`config.mk`:
```
export PLATFORM = sky130hd
export DESIGN_NAME = vaf_coef_mem
export DESIGN_NICKNAME = d
export VERILOG_FILES = /design/src/sv/assert_macros.svh /design/src/sv/vaf_pkg.sv /design/src/sv/vaf_coef_mem.sv
export SDC_FILE = /design/constraint.sdc
export NUM_CORES = 2
export LEC_CHECK = 0
export ABC_AREA = 1
export BUFFER_PORTS_ARGS = -buffer_cell sky130_fd_sc_hd__buf_2
export CORE_MARGIN = 2
export CORE_UTILIZATION = 35
export CTS_BUF_LIST = sky130_fd_sc_hd__clkbuf_8
export CTS_CLUSTER_DIAMETER = 150
export DETAILED_ROUTE_END_ITERATION = 10
export PLACE_DENSITY_LB_ADDON = 0.1
export SYNTH_ARGS = -nofsm -noshare
export SYNTH_HDL_FRONTEND = slang
export SYNTH_SLANG_ARGS = --single-unit
```
`constraint.sdc`:
```
create_clock -name clk_i -period 1.3 [get_ports clk_i]
set_input_delay 0.26 -clock clk_i [delete_from_list [all_inputs] [get_ports clk_i]]
set_output_delay 0.26 -clock clk_i [all_outputs]
set_load 0.02 [all_outputs]
```
`src/sv/assert_macros.svh`:
```
// Assertion macros shared by the vector ARMA filter RTL.
// Users must have clk_i and rst_ni in scope; NO_ASSERTIONS compiles them out.
`ifndef ASSERT_MACROS_SVH
`define ASSERT_MACROS_SVH

`ifndef NO_ASSERTIONS

// Check a property on every rising clock edge outside reset.
`define VAF_ASSERT(lbl, prop) \
  lbl: assert property (@(posedge clk_i) disable iff (!rst_ni) (prop)) \
    else $error("vaf assertion failed");

// Check that a condition never holds outside reset.
`define VAF_ASSERT_NEVER(lbl, expr) \
  lbl: assert property (@(posedge clk_i) disable iff (!rst_ni) !(expr)) \
    else $error("vaf forbidden condition seen");

`else

`define VAF_ASSERT(lbl, prop)
`define VAF_ASSERT_NEVER(lbl, expr)

`endif

`endif

```
`src/sv/vaf_pkg.sv`:
```
// Shared types and constants of the vector ARMA filter.
// No dependencies; imported by every module of the block.
`default_nettype none

package vaf_pkg;

  // Sample and coefficient format
  localparam int SAMPLE_BITS = 16;
  localparam int COEF_FRAC   = 14;

  // Vector size and field widths
  localparam int MAX_DIM = 4;
  localparam int DIM_W   = $clog2(MAX_DIM);
  localparam int DIMC_W  = $clog2(MAX_DIM + 1);
  localparam int FUNC_W  = 2;
  localparam int TAP_W   = 3;
  localparam int ORD_W   = 4;
  localparam int REG_W   = 2;

  typedef logic signed [SAMPLE_BITS-1:0] sample_t;

  // Input item function codes
  typedef enum logic [FUNC_W-1:0] {
    FUNC_NOISE = 2'd0,
    FUNC_AR    = 2'd1,
    FUNC_MA    = 2'd2
  } func_e;

  // Configuration register indexes
  typedef enum logic [REG_W-1:0] {
    REG_AR_ORDER  = 2'd0,
    REG_MA_ORDER  = 2'd1,
    REG_DIMENSION = 2'd2
  } reg_e;

  // Control from the sequencer to the multiply-accumulate unit
  typedef struct packed {
    logic init;  // load accumulator with the scaled noise sample
    logic step;  // a coefficient/history pair is presented
    logic sub;   // subtract the product (AR term) instead of adding
  } mac_ctrl_t;

endpackage

`default_nettype wire

```
`src/sv/vaf_coef_mem.sv`:
```
// Coefficient memory with one write port, one registered read port and
// per-entry valid bits so that unwritten entries read as zero. Uses vaf_pkg.
`default_nettype none

module vaf_coef_mem
  import vaf_pkg::*;
#(
  parameter int DEPTH = 128,
  localparam int AW = $clog2(DEPTH)
) (
  input  logic          clk_i,
  input  logic          rst_ni,
  input  logic          wr_en_i,
  input  logic [AW-1:0] waddr_i,
  input  sample_t       wdata_i,
  input  logic [AW-1:0] raddr_i,
  output sample_t       rdata_o
);

  sample_t          mem_q [DEPTH];
  logic [DEPTH-1:0] valid_q;
  sample_t          rdata_q;
  logic             hit_q;

  // Write the array
  always_ff @(posedge clk_i) begin
    if (wr_en_i) begin
      mem_q[waddr_i] <= wdata_i;
    end
  end

  // Mark written entries; reset clears the whole table at once
  always_ff @(posedge clk_i or negedge rst_ni) begin
    if (!rst_ni) begin
      valid_q <= '0;
      hit_q   <= 1'b0;
    end else begin
      if (wr_en_i) begin
        valid_q[waddr_i] <= 1'b1;
      end
      hit_q <= valid_q[raddr_i];
    end
  end

  // Register the read data
  always_ff @(posedge clk_i) begin
    rdata_q <= mem_q[raddr_i];
  end

  assign rdata_o = hit_q ? rdata_q : '0;

endmodule

`default_nettype wire

```
==> results.txt <==
The flow ran to the end, but the final reports show violations. The checks that failed: setup timing. The launching element type of the critical path is a flip-flop.

The first-pass GRT wire length is approximately 430,000 um. For flop-to-flop paths, the worst setup slack is -0.12 ns. The path class of the tightest hold or removal check is in -> reg. For hold timing, the worst endpoint is rdata_q[2]. The worst-case clock buffer depth came out at 4. The net load switching power is 38.8 mW. The timing-limited maximum frequency came out at 0.451 GHz. The die width is between 500 and 600 um. The synthesized design contains 2,193 register bits. STA puts the critical path data required time at roughly 1.0 ns. IR analysis of the VDD net gives a maximum drop of 1.15 mV.

The total number of H-tree levels is 5. The worst-margin pin slew came out at approximately 0.6 ns. For this run, the register share of the synthesized area comes to 73.9%. The count of pins on the block boundary came out at 49. The portion of total power attributed to combinational logic came out at ~9.1%. The residual overflow from global routing is 0. The DRC violation count after routing came out at 0.

The net count after synthesis came out at about 7,400. The number of max-cap violations is 0. The startpoint identified for the worst register-to-register timing path is mem_q[96][1]. The number of iterations in the first detailed-routing pass came out at 5. The overall power consumption is between 150 and 200 mW. The number of endpoints with negative hold slack in the final report was 0.

The average cell area after synthesis is roughly 12 um2. In this run the most critical hold path is launched from raddr_i[3]. Setup repair after global routing could not meet its margin everywhere.

The die outline area came out at 256,000 um2. The capture instance of the worst register-to-register path is rdata_q[1]. The master cell of the clock root buffer is clkbuf_8.

The tree built by TritonCTS fans out to approximately 2,200 sinks. The cell area after technology mapping came out at ~88,000 um2. The count of warnings emitted by yosys is 0. The final net count came out at between 8,000 and 9,000. Dividing the final minimum period by the clock period gives 170%. By area the synthesized netlist is led by edfxtp_1, nand3_1, nand2_1. Along the worst path, the maximum fanout reaches 16. The number of violations reported at the end of detailed-routing iteration 0 came out at 4,939.

The total half-perimeter wirelength after legalization and detailed placement came out at 189,000 um. Global routing consumed, over all layers together, a little under a quarter of the routing resources. The initial antenna violation count came out at 16. After layout, the worst setup slack is -0.916 ns. The pin count of the biggest net entering global routing is 75. The layout has about 23,000 filler cells.

The leading area contributor after synthesis is edfxtp_1. After clock tree synthesis, the clock-pin slew on the worst setup and hold paths is 0.06 ns. The clock period minus final worst setup slack came out at 2.22 ns. The worst slew margin relative to its limit is between 50% and 60%. The clock network fraction of total power is 40.0%. The clock buffer count from CTS came out at between 400 and 500. The multi-input combinational cell area is 25,900 um2. Cell internal power was estimated by the tool at roughly 120 mW. In this run the biggest area consumer among cell types represents 69.9% of the synthesized area. The max-slew violation total from the final report is 0. The post-synthesis cell count came out at between 7,000 and 8,000.

In this run the tool buffered the top-level ports with 48 buffer cells. The post-synthesis to final-layout area growth came out at 28.7%. The congestion estimate from routability-driven global placement came to around 0.9. The number of nets still failing antenna checks after routing came out at 0. The total area inside the core boundary comes to roughly 250,000 um2. The worst hold path cell count came out at 7. The area of all sequential standard cells is 65,100 um2. The final wirelength is about 300,000 um. The floorplan has ~180 rows. The net switching share of the total power came out at about a quarter. The clock reaches the later pin of the worst-skew pair after between 1 and 1.5 ns. The detail-routed via count per cell came out at between 5 and 6. Registers are responsible for between 50% and 60% of the overall power. In the final layout, the share of cells above drive strength 1 is 26.9%. In the final routed layout, each cell accounts on average for about 26 um. The number of global-route vias before repair came out at between 50,000 and 60,000.

The number of different library cells in the post-synthesis netlist is 18. The count of vias placed by the detailed router came out at between 60,000 and 70,000. The leakage power is 41.7 nW. TritonCTS built the clock tree. Setup violations remaining at the end of the flow were counted as 50.

The height of the die came out at a little over 500 um. The worst setup path is of the reg -> out kind. Data on the critical path arrives at its endpoint at 1.96 ns. Summed over all failing endpoints, the final setup total negative slack is -15.23 ns. In this run the power density over the cells is about 1400 nW/um2.

The initial utilization of the core area, before any placement, comes to between 30% and 40%. The setup skew after layout is around 0.12 ns. The worst register-to-register path has a depth of 10. The endpoint type of the worst setup path is an output port.
==> cell families after synthesis <==
logic type,share of synthesized area (%)
buffers and inverters,2.88
AOI/OAI and AO/OA,0.0341
DFF,73.9
and+or+nand+nor,23.2
==> power groups by stage <==
| stage | clock, mW | combinational [mW] | sequential [mW] |
|---|---|---|---|
| 2_1_floorplan | 0 | 5.43 | 79.7 |
| 3_3_place_gp | 0 | 12.3 | 79.9 |
| 3_5_place_dp | 0 | 12.4 | 79.9 |
| 4_1_cts | 63.3 | 13.6 | 78.5 |
| 5_1_grt | 66.2 | 15.1 | 78.5 |
| 6_report | 61.7 | 14.1 | 78.5 |
==> registers in the layout, summed over array words and instances, names as in the netlist <==
register  count
valid_q     128
rdata_q      16
mem_q      2048
hit_q         1
==> metal layers <==
metal / vias up / global-route usage (%) / wire length [um]
met5: - / 0 / 0
met4: 0 / 8.13 / 11000
met3: 477 / 3.00 / 14500
met2: 1659 / 36.2 / 140000
met1: 30900 / 33.1 / 138000
li1: 27700 / - / -
==> metrics by stage <==
| stage | cell area [um2] | hold WS [ns] | utilization (%) | instances | setup slack (ns) |
|---|---|---|---|---|---|
| final | 113000 | 0.0310 | 45.2 | 11700 | -0.916 |
| after global routing | 113000 | 0.00465 | 45.2 | 11700 | -0.976 |
| after CTS | 111000 | -0.0396 | 44.2 | 11700 | -1.01 |
| after detailed placement | 100000 | 0.190 | 39.9 | 11000 | -1.66 |
| after global placement | 100000 | 0.186 | 39.9 | 11000 | -1.64 |
| after floorplan | 88300 | -0.0356 | - | 7367 | -0.646 |
==> synth_stat cells <==
master    instances
buf_4            36
nor3_1            8
buf_6            12
nor2_1          134
buf_2           258
nand2_1        2228
clkinv_1          2
buf_1            66
inv_2             4
nand3_1        2143
inv_1            36
a21oi_1           2
edfxtp_1       2048
dfxtp_1          16
o21ai_0           4
clkbuf_1        115
dfrtp_1         129
or2_2           126
==> worst max-delay path by stage <==
stage,from,endpoint,slack [ns],depth (start not counted)
6_report,hit_q,rdata_o[12],-0.92,4
5_1_grt,hit_q,rdata_o[13],-0.98,4
4_1_cts,hit_q,rdata_o[12],-1.01,4
3_5_place_dp,raddr_i[0],rdata_q[6],-1.66,13
3_3_place_gp,raddr_i[0],rdata_q[6],-1.64,13
2_1_floorplan,waddr_i[2],mem_q[108][0],-0.65,5
==> area by class of cell <==
class,count,area share [%]
Sequential cell,2193,57.4
Multi-Input combinational cell,4645,22.8
Timing Repair Buffer,807,9.34
Clock buffer,447,5.43
Tap cell,3348,3.70
Clock inverter,257,1.10
Inverter,42,0.187
Antenna cell,6,0.0132
==> cells in the final DEF, fill, tap and decap left out, types with 80 or more instances in the layout <==
cell,netlist,layout
buf_12,0,319
clkbuf_8,0,448
dfrtp_1,129,129
inv_1,36,175
buf_4,36,369
nand2_1,2228,2191
nand3_2,0,494
or2_2,126,126
nor2_2,0,80
edfxtp_1,2048,2048
nand3_4,0,190
nand3_1,2143,1459
==> what timing repair did <==
item	in CTS	in global routing
buffers inserted	1	11
gates resized for setup	612	421
setup endpoints to repair	33	1446
gates cloned	0	18
pin swaps	273	298
hold endpoints to repair	2654	36
hold buffers	37	3
==> worst max-delay path: stages, from the launching register on <==
cell     delay [ns]
dfrtp_1        0.43
buf_12         0.17
nand2_1        0.08
inv_1          0.05
buf_4          0.15
No activity file was read; power rests on OpenSTA's default activity.
