## src/sv/assert_macros.svh

```systemverilog
// Assertion macros shared by the vector ARMA filter RTL.
// Users must have clk_i and rst_ni in scope; NO_ASSERTIONS compiles them out.
`ifndef ASSERT_MACROS_SVH
`define ASSERT_MACROS_SVH

`ifndef NO_ASSERTIONS

// Check a property on every rising clock edge outside reset.
`define VAF_ASSERT(lbl, prop) \
  lbl: assert property (@(posedge clk_i) disable iff (!rst_ni) (prop)) \
    else $error("vaf assertion failed");

// Check that a condition never holds outside reset.
`define VAF_ASSERT_NEVER(lbl, expr) \
  lbl: assert property (@(posedge clk_i) disable iff (!rst_ni) !(expr)) \
    else $error("vaf forbidden condition seen");

`else

`define VAF_ASSERT(lbl, prop)
`define VAF_ASSERT_NEVER(lbl, expr)

`endif

`endif

```

## src/sv/vaf_pkg.sv

```systemverilog
// Shared types and constants of the vector ARMA filter.
// No dependencies; imported by every module of the block.
`default_nettype none

package vaf_pkg;

  // Sample and coefficient format
  localparam int SAMPLE_BITS = 16;
  localparam int COEF_FRAC   = 14;

  // Vector size and field widths
  localparam int MAX_DIM = 4;
  localparam int DIM_W   = $clog2(MAX_DIM);
  localparam int DIMC_W  = $clog2(MAX_DIM + 1);
  localparam int FUNC_W  = 2;
  localparam int TAP_W   = 3;
  localparam int ORD_W   = 4;
  localparam int REG_W   = 2;

  typedef logic signed [SAMPLE_BITS-1:0] sample_t;

  // Input item function codes
  typedef enum logic [FUNC_W-1:0] {
    FUNC_NOISE = 2'd0,
    FUNC_AR    = 2'd1,
    FUNC_MA    = 2'd2
  } func_e;

  // Configuration register indexes
  typedef enum logic [REG_W-1:0] {
    REG_AR_ORDER  = 2'd0,
    REG_MA_ORDER  = 2'd1,
    REG_DIMENSION = 2'd2
  } reg_e;

  // Control from the sequencer to the multiply-accumulate unit
  typedef struct packed {
    logic init;  // load accumulator with the scaled noise sample
    logic step;  // a coefficient/history pair is presented
    logic sub;   // subtract the product (AR term) instead of adding
  } mac_ctrl_t;

endpackage

`default_nettype wire

```

## src/sv/vaf_mac.sv

```systemverilog
// Shared multiply-accumulate unit: registered product, wide accumulator,
// round to nearest and saturation of the result. Uses vaf_pkg and the macros.
`default_nettype none
`include "assert_macros.svh"

module vaf_mac
  import vaf_pkg::*;
#(
  parameter int ACC_W = 40
) (
  input  logic      clk_i,
  input  logic      rst_ni,
  input  mac_ctrl_t ctrl_i,
  input  sample_t   init_i,
  input  sample_t   coef_i,
  input  sample_t   hist_i,
  output logic      busy_o,
  output sample_t   result_o,
  output logic      sat_o
);

  localparam logic signed [ACC_W-1:0] HI   = ACC_W'((2 ** (SAMPLE_BITS - 1)) - 1);
  localparam logic signed [ACC_W-1:0] LO   = ~HI;
  localparam logic signed [ACC_W-1:0] HALF = ACC_W'(2 ** (COEF_FRAC - 1));

  logic signed [2*SAMPLE_BITS-1:0] prod_d;
  logic signed [2*SAMPLE_BITS-1:0] prod_q;
  logic                            p_valid_q;
  logic                            p_sub_q;
  logic signed [ACC_W-1:0]         acc_q;
  logic signed [ACC_W-1:0]         rnd;
  logic signed [ACC_W-1:0]         shifted;

  assign prod_d = coef_i * hist_i;

  // Track the product stage
  always_ff @(posedge clk_i or negedge rst_ni) begin
    if (!rst_ni) begin
      p_valid_q <= 1'b0;
    end else begin
      p_valid_q <= ctrl_i.step;
    end
  end

  // Hold the product and its sign
  always_ff @(posedge clk_i) begin
    prod_q  <= prod_d;
    p_sub_q <= ctrl_i.sub;
  end

  // Load or advance the accumulator
  always_ff @(posedge clk_i) begin
    if (ctrl_i.init) begin
      acc_q <= ACC_W'(init_i) <<< COEF_FRAC;
    end else if (p_valid_q) begin
      if (p_sub_q) begin
        acc_q <= acc_q - ACC_W'(prod_q);
      end else begin
        acc_q <= acc_q + ACC_W'(prod_q);
      end
    end
  end

  // Round to nearest, ties up, then clip to the sample range
  always_comb begin
    rnd     = acc_q + HALF;
    shifted = rnd >>> COEF_FRAC;
    sat_o   = 1'b0;
    if (shifted > HI) begin
      result_o = HI[SAMPLE_BITS-1:0];
      sat_o    = 1'b1;
    end else if (shifted < LO) begin
      result_o = LO[SAMPLE_BITS-1:0];
      sat_o    = 1'b1;
    end else begin
      result_o = shifted[SAMPLE_BITS-1:0];
    end
  end

  assign busy_o = p_valid_q;

  // A fresh accumulation never starts while a product is still in flight
  `VAF_ASSERT(a_init_drained, ctrl_i.init |-> !p_valid_q)

endmodule

`default_nettype wire

```

## config.mk

```make
export PLATFORM = sky130hd
export DESIGN_NAME = vaf_mac
export DESIGN_NICKNAME = d
export VERILOG_FILES = /design/src/sv/vaf_pkg.sv /design/src/sv/vaf_mac.sv
export VERILOG_INCLUDE_DIRS = /design/src /design/src/sv
export SDC_FILE = /design/constraint.sdc
export NUM_CORES = 1
export LEC_CHECK = 0
export ABC_AREA = 1
export BUFFER_PORTS_ARGS = -buffer_cell sky130_fd_sc_hd__buf_2
export CORE_AREA = 5 5 136 235
export CTS_CLUSTER_DIAMETER = 80
export CTS_CLUSTER_SIZE = 12
export DETAILED_ROUTE_END_ITERATION = 7
export DIE_AREA = 0 0 141 240
export PLACE_DENSITY_LB_ADDON = 0.12
export SYNTH_ARGS = -nofsm -noshare
export SYNTH_HDL_FRONTEND = slang
export SYNTH_SLANG_ARGS = --single-unit
```

## constraint.sdc

```tcl
create_clock -name clk_i -period 3 [get_ports clk_i]
set_input_delay 0.6 -clock clk_i [delete_from_list [all_inputs] [get_ports clk_i]]
set_output_delay 0.6 -clock clk_i [all_outputs]
set_load 0.02 [all_outputs]
```

==> metrics.yaml, run 1 <==
cts_root_buffer: "clkbuf_16"
numCtsBuffers: 9
synth-seq-cells: 74
h-tree-depth: 3
ys_seq_area_frac: 0.101
gp_congestion: 0.992
yosysWarnings: 0
ios: 71
grt_util_all_layers: 0.578
synth.most_common_cell: "nand2_1"
netlist.area_leader.share: 0.304
yosysUniqueCellTypes: 47
worst_endpoint_kind: "sequential cell input"
grt_remaining_overflow: 13
cts_num_sinks: 74
synth_fp_nets: 2898
synth_commonest_cells: "nand2_1, inv_1, fa_1, nor2_1, ha_1"
synth_top_flop_cell: "dfxtp_1"
initial_core_util: 0.581
yosys-top-cells-area: "fa_1, nand2_1, inv_1, ha_1, dfxtp_1"
grt_max_degree: 28
dp_hpwl_um: 49500
syn_inst: 2459
error_message: "[ERROR GRT-0232] Routing congestion too high. Check the congestion heatmap in the GUI."
dieWidth_um: 141
clk_path_buf_depth: 2
io_buffers: 70
core.rowCount: 84
dp_cells: 3233
synth-edff-count: 26
crit_endpoint: "prod_q[23]$_DFF_P_/D"
avgSynthCellArea_um2: 7.05
synthesis.area_um2: 17300
status: "did not finish"
placed_area_um2: 21700
die_height_um: 240
synthArstFlopShare: 0.0135
stop_stage: "global routing"
synth_area_leader_cell: "fa_1"
[through the flow]
step	worst slack (ps)	TNS, ps
after CTS	-2230	-57160
after detailed placement	-2920	-82270
after global placement	-2830	-79020
after floorplan	-2380	-53340
[layer usage]
| layer | GRT usage | overflow |
|---|---|---|
| met5 | 0.0819 | 0 |
| met4 | 0.604 | 11 |
| met3 | 0.325 | 0 |
| met2 | 0.845 | 2 |
| met1 | 0.536 | 0 |
[repair_timing]
item,4_1_cts
pin swaps,309
hold endpoints to repair,1
setup endpoints to repair,72
hold buffers,1
cloned,4
resized for setup,676
setup buffers,92
[cells by family after synthesis]
logic type | Yosys count | synth area share
compound gates | 225 | 0.0697
xor+xnor | 94 | 0.0475
fa+ha+maj | 386 | 0.392
buf+inv | 659 | 0.145
flops | 74 | 0.101
simple gates | 1021 | 0.245
==> run 2, diff against run 1 <==
CORE_AREA = 5 5 215 217   (was 5 5 136 235)
CTS_CLUSTER_DIAMETER = not set   (was 80)
CTS_CLUSTER_SIZE = not set   (was 12)
DIE_AREA = 0 0 220 222   (was 0 0 141 240)
PLACE_DENSITY_LB_ADDON = 0.15   (was 0.12)
clock period = 3.9 ns   (was 3 ns; I/O delays follow)
==> run 2 against run 1 <==
  * Synthesized area did not move
  * The flow now finishes, with violations (negative setup slack)
  * Synthesized cell count unchanged
==> metrics.yaml, run 2 <==
status: "complete, but fails checks"
failed_checks: "negative setup slack"
crit_arrival_ps: 5650
core_area_um2: 43900
synth_commonest_cells: "nand2_1, inv_1, fa_1, nor2_1, ha_1"
reg.largest.list: "acc_q x40, prod_q x32"
finalWirelength_um: 52100
wl_per_cell_um: 15.7
drv_slew: 0
vias: 15868
synth_top_flop_cell: "dfxtp_1"
h-tree-depth: 3
gp_congestion: 0.929
synth-edff-count: 26
cp-start-kind: "input port"
crit_chain: "buf_12, buf_8, nand2_2, inv_2, fa_1, inv_2, fa_2, inv_2, fa_2, fa_2, fa_1, inv_2, fa_1, inv_2, ha_4, nand2_4, o21ai_2, a21oi_1, buf_4, o211ai_1, xor2_1"
worst_slack_ps: -1480
synth-simple-area-share: 0.245
yosysUniqueCellTypes: 47
cp_num_buf_inv: 8
critPathMaxFanout: 9
final_cell_mix: "nand2_1, inv_1, fa_1"
layout-drive-gt1-share: 0.253
cts_num_sinks: 74
cpMostUsedCell: "inv_2"
top_register: "acc_q"
rsz0062_at_grt: "true"
syn2layout_area_growth_pct: 29.3
core.rowCount: 77
synthArstFlopShare: 0.0135
netlist.area_leader.share: 0.304
crit_family: "adder cells"
period_minus_slack_ps: 5380
num_antenna_cells: 0
clk_path_buf_depth: 2
crit_type: "in -> reg"
clkLatencyLatePin_ps: 360
drt-pass1-iter-count: 5
hp-class: "in -> async"
holdBufCountCts: 0
cts_tree: "built"
synthesis.area_um2: 17300
path_depth: 21
synth-xor-area-share: 0.0475
placed_area_um2: 20500
grt_remaining_overflow: 0
slew_headroom: 0.337
max_freq_mhz: 186
crit_slowest_cell: "fa_2"
antenna_left: 0
grt_max_degree: 28
cap_violations: 0
initial_core_util: 0.395
synthMuxAreaShare: 0
synth_compound_area_frac: 0.0696
yosys-top-cells-area: "fa_1, nand2_1, inv_1, ha_1, dfxtp_1"
synth_fp_nets: 2898
cp_slowest_stage_delay_ps: 560
fin_worst_skew_ps: 14.8
clk_pin_slew_ps: 60
die_height_um: 222
cts_root_buffer: "clkbuf_16"
dieWidth_um: 220
drcViolationCount: 0
synth_top_family_by_area: "adder cells"
tightestPinTransition_ps: 990
ios: 71
vias_per_cell: 4.78
grt_pass1_wl_um: 85500
required_ps: 4180
whs_ps: 190
synth_area_leader_cell: "fa_1"
final_common_cell: "nand2_1"
antenna_found_initial: 0
design_area_um2: 22400
yosysWarnings: 0
synth.most_common_cell: "nand2_1"
dieArea_um2: 48800
dp_hpwl_um: 44700
fillers: 4262
ys_seq_area_frac: 0.101
endpoint_kind: "register"
grt_pass1_vias: 16673
initialDrtViolationCount: 892
largest_reg_flops: 40
avgSynthCellArea_um2: 7.05
numCtsBuffers: 9
synth-seq-cells: 74
grt_util_all_layers: 0.217
synth_fa_ha_area_frac: 0.392
hold_viol: 0
fin_crit_sh: 1.38
finalSetupViolCount: 25
syn_inst: 2459
rr_worst_depth: 20
io_buffers: 70
nNetsFinal: 3161
## run 2: cell counts after synthesis
Identical to the previous run, type by type.
## run 2: worst reg2reg max path, cell delays in order (launching register included)
cell	delay [ps]
dfxtp_1	290
inv_1	110
nand3_1	130
nor2_1	220
nand2_1	150
nor2_1	180
nand2_1	100
o21ai_1	260
o21ai_0	160
xor2_1	170
inv_1	70
ha_1	380
nand2_1	140
nor2_1	220
nand2_1	160
nor2_1	170
nand2_1	180
nand3_1	130
nand2_1	50
nand3_1	80
nand2_1	50
## run 2: stage by stage
stage,cells,setup TNS [ps],setup slack [ps],utilization
after floorplan,2459,-34330,-1660,-
after global routing,3319,-35560,-1660,0.510
after CTS,3306,-30950,-1510,0.499
final,3319,-31360,-1480,0.510
after global placement,3254,-45260,-2050,0.466
after detailed placement,3254,-46300,-2090,0.466
## run 2: final cells by class
cell class / instances / area [um^2] / area share
inverter: 591 / 2240 / 0.0999
sequential: 74 / 1750 / 0.0779
multi-input combinational: 1726 / 14500 / 0.649
tap: 592 / 741 / 0.0331
timing repair buffer: 320 / 2880 / 0.128
clock buffer: 11 / 233 / 0.0104
clock inverter: 5 / 30.0 / 0.00134
## run 2: cells by family (layout without fill, tap and decap cells)
kind of cell    after synthesis  after routing
compound gates              225            225
xor+xnor                     94             94
flops                        74             74
fa+ha+maj                   386            386
buf+inv                     659            927
simple gates               1021           1021
## run 2: metal layers
metal,vias to the layer above,part of all wire,GRT usage
li1,7853,-,-
met1,7604,0.43,0.280
met2,328,0.51,0.387
met3,83,0.033,0.0135
met4,0,0.030,0.0658
met5,-,0,0
## run 2: path summary, 6_finish.rpt
path | from | endpoint | slack, ps
setup / recovery | hist_i[11] | prod_q[28]$_DFF_P_ | -1480
setup reg to reg | prod_q[2]$_DFF_P_ | acc_q[33]$_DFFE_PP_ | 260
max in group asynchronous | rst_ni | busy_o$_DFF_PN0_ | 3630
hold reg to reg | acc_q[6]$_SDFFE_PP0P_ | acc_q[6]$_SDFFE_PP0P_ | 470
min in group clk_i | acc_q[6]$_SDFFE_PP0P_ | acc_q[6]$_SDFFE_PP0P_ | 470
hold / removal | rst_ni | busy_o$_DFF_PN0_ | 190
## run 2: repair_timing
action                                  CTS  global route
buffers inserted                         35            16
endpoints found under the setup margin   26            39
pin swaps                               181           124
gates resized for setup                 239           116
gates cloned                              3             0
Power of run 2 is not shown: default switching activity piles up to over one toggle a cycle in this logic, so the estimate is an artifact.
==> run 3, diff against run 2 <==
CORE_AREA = 4 4 192 194   (was 5 5 215 217)
DIE_AREA = 0 0 196 198   (was 0 0 220 222)
clock period = 5.7 ns   (was 3.9 ns; I/O delays follow)
==> run 3 against run 2 <==
  * The run still ends with negative setup slack left
  * Count of clock-buffer cells in the layout stayed put
  * Hold slack gained 270 ps
  * Global-route usage is 3.7 points higher
  * Non-clock buffer count is 59 lower
  * Final cell count down 5.7%
  * Sequential share of layout area up 0.52 points
  * Final area decreased by 6.3%
  * Setup slack better by 1400 ps
  * Core utilization increased by 8.6 points
  * First-iteration DRC count down 5.9%
  * Largest cell class unchanged
==> metrics.yaml, run 3 (synthesis gave the netlist of run 2 again) <==
status: "complete, but fails checks"
failed_checks: "negative setup slack"
drt-pass1-iter-count: 8
tightestPinTransition_ps: 1110
antenna_left: 0
required_ps: 5950
dieWidth_um: 196
io_buffers: 70
grt_util_all_layers: 0.253
cts_root_buffer: "clkbuf_16"
rrSetupSlack_ps: 1790
design_area_um2: 21000
ios: 71
cts_num_sinks: 74
fillers: 3284
drcViolationCount: 0
max_freq_mhz: 173
clkLatencyLatePin_ps: 350
finalWirelength_um: 48400
syn2layout_area_growth_pct: 21.1
crit_type: "in -> reg"
grt_remaining_overflow: 0
reg.largest.list: "acc_q x40, prod_q x32"
rsz0062_at_grt: "true"
slew_headroom: 0.260
grt_pass1_wl_um: 79900
grt_pass1_vias: 16173
nNetsFinal: 3103
core.rowCount: 69
period_minus_slack_ps: 5790
dp_hpwl_um: 41600
hold_viol: 0
largest_reg_flops: 40
initialDrtViolationCount: 839
r2r-start: "prod_q[0]$_DFF_P_"
worst_slack_ps: -94.4
placed_area_um2: 19800
rr_worst_depth: 21
critPathMaxFanout: 5
r2r_end: "acc_q[39]$_DFFE_PP_"
endpoint_kind: "register"
use_met1: 0.327
fin_worst_skew_ps: 7.61
hp-start: "acc_q[4]$_SDFFE_PP0P_"
final_cell_mix: "nand2_1, inv_1, fa_1"
grt_max_degree: 29
dieArea_um2: 38800
numCtsBuffers: 9
h-tree-depth: 3
grt_use_met3: 0.0216
clk_pin_slew_ps: 60
hp-class: "reg -> reg"
layout-drive-gt1-share: 0.196
whs_ps: 465
initial_core_util: 0.492
clk_path_buf_depth: 2
die_height_um: 198
final_common_cell: "nand2_1"
hold_end: "acc_q[4]$_SDFFE_PP0P_"
drv_slew: 0
top_register: "acc_q"
cts_tree: "built"
holdBufCountCts: 0
wl_per_cell_um: 15.4
vias: 15730
vias_per_cell: 5.03
num_antenna_cells: 0
gp_congestion: 0.980
grt.busiest_layer: "met2"
cp-start-kind: "input port"
cap_violations: 0
finalSetupViolCount: 10
core_area_um2: 35200
grt_use_met2: 0.452
hold_path_depth: 2
antenna_found_initial: 0
fin_crit_sh: 1.02
crit_arrival_ps: 6040
[run 3: cell count changes in the layout (fill, tap and decap cells not counted), sizes merged]
cell      delta
buf         -64
clkbuf       +6
clkinv       -3
clkinvlp     +3
bufbuf       -1
bufinv       +1
[run 3: routing by layer]
metal  part of all wire  vias up
met2               0.49      453
met4              0.040        0
li1                   -     7736
met1               0.42     7440
met3              0.041      101
met5                  0        -
[run 3: through the flow]
stage	setup TNS, ps	setup slack (ps)	util	cells
2_1_floorplan	-1700	-226	-	2459
3_3_place_gp	-9100	-587	0.562	3083
3_5_place_dp	-10130	-653	0.562	3083
4_1_cts	-193	-60.4	0.581	3110
5_1_grt	-3080	-235	0.596	3130
6_report	-537	-94.4	0.596	3130
[run 3: timing repair]
action | CTS | global route
setup endpoints to repair | 16 | 21
cloned | 1 | 1
pin swaps | 60 | 90
gates resized for setup | 75 | 101
setup buffers | 10 | 19
[run 3: worst max-delay path, cell delays in order]
cell,delay (ps)
buf_8,90
clkinvlp_4,110
buf_12,140
buf_12,120
or2_4,220
fa_1,460
fa_1,490
inv_1,50
fa_2,520
fa_1,420
fa_1,490
inv_1,50
fa_1,510
inv_2,40
ha_4,240
a21oi_4,200
o21ai_4,70
inv_2,60
nor2_2,40
nor2_2,160
nand3_4,130
buf_4,160
xor2_1,130
[run 3: layout make-up]
cell class                      count  area [um^2]  area share
Tap cell                          461          577      0.0275
Sequential cell                    74         1750      0.0832
Inverter                          591         2230       0.106
Clock inverter                      5         57.6     0.00274
Multi-Input combinational cell   1726        14000       0.667
Timing Repair Buffer              261         2110       0.101
Clock buffer                       11          264      0.0126
Timing Repair inverter              1         7.51    0.000358
[run 3: worst max path at each step]
| stage | start | end | slack (ps) | cells past startpoint |
|---|---|---|---|---|
| floorplan | hist_i[6] | prod_q[18]$_DFF_P_ | -230 | 24 |
| global placement | hist_i[15] | prod_q[30]$_DFF_P_ | -590 | 19 |
| detailed placement | hist_i[15] | prod_q[30]$_DFF_P_ | -650 | 19 |
| CTS | hist_i[15] | prod_q[30]$_DFF_P_ | -60 | 21 |
| global route | hist_i[15] | prod_q[22]$_DFF_P_ | -230 | 23 |
| finish | hist_i[15] | prod_q[22]$_DFF_P_ | -90 | 23 |
Power of run 3 is left out for the same reason.
